## src/rtl/vector_to_ra_dec_angles_top_macros.svh

```systemverilog
// Assertion macros for the direction-to-angles block.
// Both sample on aclk and are disabled while aresetn is low.
`ifndef VECTOR_TO_RA_DEC_ANGLES_TOP_MACROS_SVH
`define VECTOR_TO_RA_DEC_ANGLES_TOP_MACROS_SVH

// The consequent must hold in the same cycle as the antecedent.
`define V2RD_ASSERT_SAME(label, ante, cons) \
    label: assert property (@(posedge aclk) disable iff (!aresetn) (ante) |-> (cons)) \
        else $error("v2rd: same-cycle check failed");

// The consequent must hold in the cycle after the antecedent.
`define V2RD_ASSERT_NEXT(label, ante, cons) \
    label: assert property (@(posedge aclk) disable iff (!aresetn) (ante) |=> (cons)) \
        else $error("v2rd: next-cycle check failed");

`endif

```

## src/rtl/v2rd_pkg.sv

```systemverilog
`timescale 1ns / 1ps

package v2rd_pkg;

    localparam int COORD_WIDTH   = 32;
    localparam int ANGLE_WIDTH   = 32;
    localparam int CORDIC_STAGES = 32;

    localparam int ATAB_LEN    = 64;
    localparam int IDX_W       = $clog2(ATAB_LEN);
    localparam int N_CELLS     = (CORDIC_STAGES < ATAB_LEN) ? CORDIC_STAGES : ATAB_LEN;
    localparam int DW          = 64;
    localparam int COORD_SHIFT = 60 - COORD_WIDTH;
    localparam int ROUND_SHIFT = 63 - ANGLE_WIDTH;
    localparam int S_TDATA_W   = ((3 * COORD_WIDTH + 7) / 8) * 8;
    localparam int M_TDATA_W   = ((2 * ANGLE_WIDTH + 7) / 8) * 8;

    localparam logic [63:0] INV_PI_Q64   = 64'h517CC1B727220A95;
    localparam logic [31:0] INV_GAIN_Q32 = 32'h9B74EDA8;

    localparam logic [63:0] Q62_ONE = 64'd1 << 62;

    // Entry k is 2^62 over 2k+1, truncated.
    localparam logic [31:0][63:0] ODD_RECIP = {
        Q62_ONE / 64'd63, Q62_ONE / 64'd61, Q62_ONE / 64'd59, Q62_ONE / 64'd57,
        Q62_ONE / 64'd55, Q62_ONE / 64'd53, Q62_ONE / 64'd51, Q62_ONE / 64'd49,
        Q62_ONE / 64'd47, Q62_ONE / 64'd45, Q62_ONE / 64'd43, Q62_ONE / 64'd41,
        Q62_ONE / 64'd39, Q62_ONE / 64'd37, Q62_ONE / 64'd35, Q62_ONE / 64'd33,
        Q62_ONE / 64'd31, Q62_ONE / 64'd29, Q62_ONE / 64'd27, Q62_ONE / 64'd25,
        Q62_ONE / 64'd23, Q62_ONE / 64'd21, Q62_ONE / 64'd19, Q62_ONE / 64'd17,
        Q62_ONE / 64'd15, Q62_ONE / 64'd13, Q62_ONE / 64'd11, Q62_ONE / 64'd9,
        Q62_ONE / 64'd7,  Q62_ONE / 64'd5,  Q62_ONE / 64'd3,  Q62_ONE / 64'd1
    };

    typedef logic signed [DW-1:0] word_t;

    localparam word_t ANG_PI   = word_t'(64'd1 << 62);
    localparam word_t HALF_PI  = word_t'(64'd1 << (ANGLE_WIDTH - 2));
    localparam word_t ROUND_HALF = word_t'(64'd1 << (ROUND_SHIFT - 1));

    typedef struct packed {
        word_t x;
        word_t y;
        word_t ang;
    } vec_t;

    typedef struct packed {
        logic  zero_vec;
        logic  xy_zero;
        word_t aux;
    } side_t;

    typedef logic [ATAB_LEN-1:0][63:0] atab_t;

    function automatic logic [63:0] mul_hi64(input logic [63:0] a, input logic [63:0] b);
        logic [63:0] al, ah, bl, bh, ll, lh, hl, hh, mid;
        al  = {32'd0, a[31:0]};
        ah  = {32'd0, a[63:32]};
        bl  = {32'd0, b[31:0]};
        bh  = {32'd0, b[63:32]};
        ll  = al * bl;
        lh  = al * bh;
        hl  = ah * bl;
        hh  = ah * bh;
        mid = (ll >> 32) + {32'd0, lh[31:0]} + {32'd0, hl[31:0]};
        return hh + (lh >> 32) + (hl >> 32) + (mid >> 32);
    endfunction

    // Arctangent of 2^-i by its power series, scaled so that pi is 2^62.
    function automatic logic [63:0] atan_entry(input int i);
        logic [63:0] rad, term;
        int          e;
        rad = 64'd0;
        if (i == 0) begin
            return 64'd1 << 60;
        end
        for (int k = 0; k < 32; k++) begin
            e = i * (2 * k + 1);
            if (e <= 62) begin
                term = ODD_RECIP[k] >> e;
                if (k % 2 == 1) begin
                    rad = rad - term;
                end else begin
                    rad = rad + term;
                end
            end
        end
        return mul_hi64(rad, INV_PI_Q64);
    endfunction

    function automatic atab_t build_atan_table();
        atab_t t;
        for (int i = 0; i < ATAB_LEN; i++) begin
            t[i] = atan_entry(i);
        end
        return t;
    endfunction

    localparam atab_t ATAN_TABLE = build_atan_table();

    function automatic word_t round_angle(input word_t a);
        word_t t;
        t = a + ROUND_HALF;
        return t >>> ROUND_SHIFT;
    endfunction

endpackage

```

## src/rtl/v2rd_gain_mult.sv

```systemverilog
`timescale 1ns / 1ps

module v2rd_gain_mult (
    input  logic            aclk,
    input  logic            aresetn,
    input  logic            en,
    input  logic            in_valid,
    input  v2rd_pkg::word_t in_r,
    input  v2rd_pkg::word_t in_z,
    input  v2rd_pkg::side_t in_side,
    output logic            out_valid,
    output v2rd_pkg::word_t out_r,
    output v2rd_pkg::word_t out_z,
    output v2rd_pkg::side_t out_side
);
    import v2rd_pkg::*;

    logic        s1_valid_reg;
    logic [63:0] s1_lo_prod_reg;
    logic [31:0] s1_hi_reg;
    word_t       s1_z_reg;
    side_t       s1_side_reg;
    logic [63:0] lo_prod_next;
    logic [63:0] hi_prod;

    logic        s2_valid_reg;
    word_t       s2_r_reg;
    word_t       s2_r_next;
    word_t       s2_z_reg;
    side_t       s2_side_reg;

    // Length times the inverse gain, split into two 32 by 32 products.
    always_comb begin
        lo_prod_next = {32'd0, in_r[31:0]} * {32'd0, INV_GAIN_Q32};
        hi_prod      = {32'd0, s1_hi_reg} * {32'd0, INV_GAIN_Q32};
        s2_r_next    = word_t'(hi_prod + (s1_lo_prod_reg >> 32));
    end

    always_ff @(posedge aclk) begin
        if (!aresetn) begin
            s1_valid_reg <= 1'b0;
            s2_valid_reg <= 1'b0;
        end else if (en) begin
            s1_valid_reg <= in_valid;
            s2_valid_reg <= s1_valid_reg;
        end
    end

    always_ff @(posedge aclk) begin
        if (en) begin
            s1_lo_prod_reg <= lo_prod_next;
            s1_hi_reg      <= in_r[63:32];
            s1_z_reg       <= in_z;
            s1_side_reg    <= in_side;
            s2_r_reg       <= s2_r_next;
            s2_z_reg       <= s1_z_reg;
            s2_side_reg    <= s1_side_reg;
        end
    end

    assign out_valid = s2_valid_reg;
    assign out_r     = s2_r_reg;
    assign out_z     = s2_z_reg;
    assign out_side  = s2_side_reg;

endmodule

```

## config.mk

```make
export PLATFORM = sky130hd
export DESIGN_NAME = v2rd_gain_mult
export DESIGN_NICKNAME = d
export VERILOG_FILES = /design/src/rtl/vector_to_ra_dec_angles_top_macros.svh /design/src/rtl/v2rd_pkg.sv /design/src/rtl/v2rd_gain_mult.sv
export SDC_FILE = /design/constraint.sdc
export NUM_CORES = 2
export LEC_CHECK = 0
export BUFFER_PORTS_ARGS = -buffer_cell sky130_fd_sc_hd__clkbuf_2
export CAP_MARGIN = 10
export CORE_UTILIZATION = 40
export DETAILED_ROUTE_END_ITERATION = 7
export HOLD_SLACK_MARGIN = 0.15
export MAX_ROUTING_LAYER = met4
export PLACE_DENSITY = 0.65
export SLEW_MARGIN = 30
export SYNTH_ARGS = -nofsm -noshare
export SYNTH_HDL_FRONTEND = slang
export SYNTH_SLANG_ARGS = --single-unit
```

## constraint.sdc

```tcl
create_clock -name aclk -period 8.3 [get_ports aclk]
set_input_delay 1.66 -clock aclk [delete_from_list [all_inputs] [get_ports aclk]]
set_output_delay 1.66 -clock aclk [all_outputs]
set_load 0.03 [all_outputs]
```

==> key figures <==
Global routing
  • Largest net degree at the start of global routing: 179
  • Routing layer with the top usage in global route: met2
  • Via count of the first global-routing pass: 36400
  • Gr usage total: 0.228
  • Global route total overflow: 0
  • Met1 Track Usage GR: 0.292
  • Global-route track usage on met3: 0.0387
  • Wire length of the first global-routing pass: 212 mm
  • Antenna violations before repair: 1
  • GR Layer Usage met2: 0.386

Setup path
  • Data required time at the worst endpoint: 8.64 ns
  • Family with the most delay on the worst path: adder cells
  • Capturing element type of the critical path: register
  • Class of the most critical setup path: reg2reg
  • Biggest cell delay along the critical path: 0.58 ns
  • Arr. time, crit path: 8.78 ns
  • Maximum net fanout on the critical path: 4
  • Slowest stage cell on the critical path: sky130_fd_sc_hd__fa_2
  • CP dominant cell by count: sky130_fd_sc_hd__fa_1
  • Startpoint type of the worst setup path: register
  • Number of buffers and inverters on the critical path: 9

CTS
  • Clock tree from TritonCTS: built
  • Deepest level of the CTS H-tree: 2
  • Latest clock arrival within the worst-skew pair: 0.61 ns
  • Largest buffer count on any clock path: 3
  • Clk sink count: 390
  • Buffer cell driving the clock tree root: sky130_fd_sc_hd__clkbuf_16
  • TritonCTS buffer count: 40
  • CTS clk-pin slew, worst paths: 0.06 ns
  • Number of buffers inserted by hold repair at cts: 0

Cells and area
  • Most common cell after layout, fill and taps aside: sky130_fd_sc_hd__inv_1
  • Post-synthesis to final-layout area growth: 23.6%
  • Most used cells in the layout excluding fill and tap cells: sky130_fd_sc_hd__inv_1, sky130_fd_sc_hd__fa_1, sky130_fd_sc_hd__ha_1
  • Antenna diode count: 0
  • Fraction of final layout cells with drive strength greater than 1: 0.253
  • Final design area excluding fillers: 61400 µm²
  • Number of nets at the end of the flow: 7146

Timing
  • Achievable frequency: 119 MHz
  • Hold Vio Cnt, Final: 0
  • Tightest slew margin relative to the limit: 0.358
  • Number of pins exceeding their max-slew limit in the final report: 0
  • Post-layout worst setup margin: -0.138 ns
  • Unrepaired setup endpoints after global routing: yes
  • Final critical path time including I/O delays and setup: 8.44 ns
  • Final clock period utilization by the worst path: 1.02
  • Actual transition at the worst max-transition pin: 0.963 ns
  • Final-report setup violation count: 7
  • Clk_skew: 0.0420 ns

Floorplanning
  • # IOs: 393
  • Die outline height: 354 µm
  • Starting utilization of the core area: 0.405
  • Horizontal extent of the die: 354 µm
  • Placeable core area: 123000 µm²
  • Area enclosed by the die boundary: 126000 µm²
  • Site Rows: 128

Yosys
  • Top_reg_cell synth: sky130_fd_sc_hd__edfxtp_1
  • Number of distinct library cell variants in the gate-level netlist after synthesis: 71
  • Fraction of synthesis flops using an asynchronous set or reset pin: 0
  • Seq cells post-synth: 390
  • Summed instance area of the synthesized netlist: 49700 µm²
  • Synth Area per Inst: 11.8 µm²
  • Fraction of the yosys area taken by sequential cells: 0.235
  • Synthesized Nets: 6058
  • Gate Count Post-Synth: 4207
  • Number of enable-type register cells in the synthesized netlist: 388
  • Synth warnings: 0

Outcome
  • Outcome: finished, violations left
  • Failing checks: negative setup slack

Detailed routing
  • Number of design rule violations left after detail routing: 0
  • Via-per-instance ratio: 4.74
  • Via Count: 32900
  • Post-Route WL: 136 mm
  • DRT iter0 DRCs: 1759
  • WL per Instance: 19.6 µm
  • Number of optimization iterations in the first detailed-route pass: 8
  • Count of antenna-violating nets left after detailed routing: 0

Min path
  • Worst hold path type: reg2reg

Flow run
  • Number of max-capacitance violations reported: 0

Place
  • Detailed placer's ending HPWL: 120 mm
  • GP Congestion: 0.956
  • Worst setup slack after placement: -0.873 ns
  • I/O Buffers: 392
  • Area after detailed placement: 58100 µm²
[cell families after synthesis]
group / share of synthesized area
buf+inv: 0.0992
compound gates: 0.0496
xor+xnor: 0.0252
mux: 0.000403
simple gates: 0.0357
flops: 0.235
fa+ha+maj: 0.555
[Yosys cell counts, types with 29 or more instances]
cell type / instances / area share
sky130_fd_sc_hd__inv_1: 1279 / 0.097
sky130_fd_sc_hd__fa_1: 914 / 0.37
sky130_fd_sc_hd__a21o_1: 61 / 0.0092
sky130_fd_sc_hd__nand2_1: 83 / 0.0063
sky130_fd_sc_hd__ha_1: 739 / 0.19
sky130_fd_sc_hd__edfxtp_1: 388 / 0.23
sky130_fd_sc_hd__o21ai_0: 54 / 0.0054
sky130_fd_sc_hd__nand2b_1: 29 / 0.0037
sky130_fd_sc_hd__xnor2_1: 84 / 0.015
sky130_fd_sc_hd__xor2_1: 59 / 0.010
sky130_fd_sc_hd__a21oi_1: 115 / 0.012
sky130_fd_sc_hd__nor2_1: 72 / 0.0054
[worst paths after layout]
| path | start | end | slack (ns) | cells after the start |
|---|---|---|---|---|
| worst max-delay path | s1_hi_reg[8] | out_r[62] | -0.14 | 29 |
| worst min-delay path | s1_side_reg[12] | out_side[12] | 0.41 | 0 |
| worst max register to register | s1_hi_reg[8] | out_r[62] | -0.14 | 29 |
| worst min register to register | s1_side_reg[12] | out_side[12] | 0.41 | 0 |
[layout make-up]
type,instances,area [µm²]
Multi-Input combinational cell,2514,34300
Clock buffer,46,1020
Inverter,1279,4820
Fill cell,11000,61200
Timing Repair Buffer,1070,7200
Tap cell,1625,2030
Sequential cell,390,11700
Clock inverter,26,288
[metal layers]
metal | share of wire | wire, µm
met3 | 0.059 | 8010
met5 | 0 | 0
met2 | 0.50 | 68000
met4 | 0.015 | 2090
met1 | 0.43 | 58200
[per-stage QoR]
stage / utilization / std cells / hold slack [ns] / TNS [ns]
3_3_place_gp: 0.474 / 6804 / 0.400 / -19.09
3_5_place_dp: 0.474 / 6804 / 0.405 / -21.92
6_report: 0.501 / 6950 / 0.411 / -0.372
4_1_cts: 0.492 / 6919 / 0.411 / -0.0900
2_1_floorplan: - / 4207 / 0.400 / 0
5_1_grt: 0.501 / 6950 / 0.413 / -5.70
[worst register-to-register path, delay by kind of cell (launching register included)]
family	cells	cell delay, ns
AND/OR/NAND/NOR	6	1.56
buffers and inverters	9	0.86
AO/OA/AOI/OAI	3	0.45
flip-flops	1	0.45
adder cells (fa/ha/maj)	9	4.51
XOR/XNOR	2	0.36
[what timing repair did]
| action | CTS | global route |
|---|---|---|
| gates resized for setup | 92 | 182 |
| pin swaps | 26 | 102 |
| gates cloned | 0 | 0 |
| endpoints found under the hold margin | 0 | 0 |
| setup endpoints to repair | 37 | 52 |
| setup buffers | 43 | 34 |
Power is not shown: default switching activity piles up to over one toggle a cycle in this logic, so the estimate is an artifact.
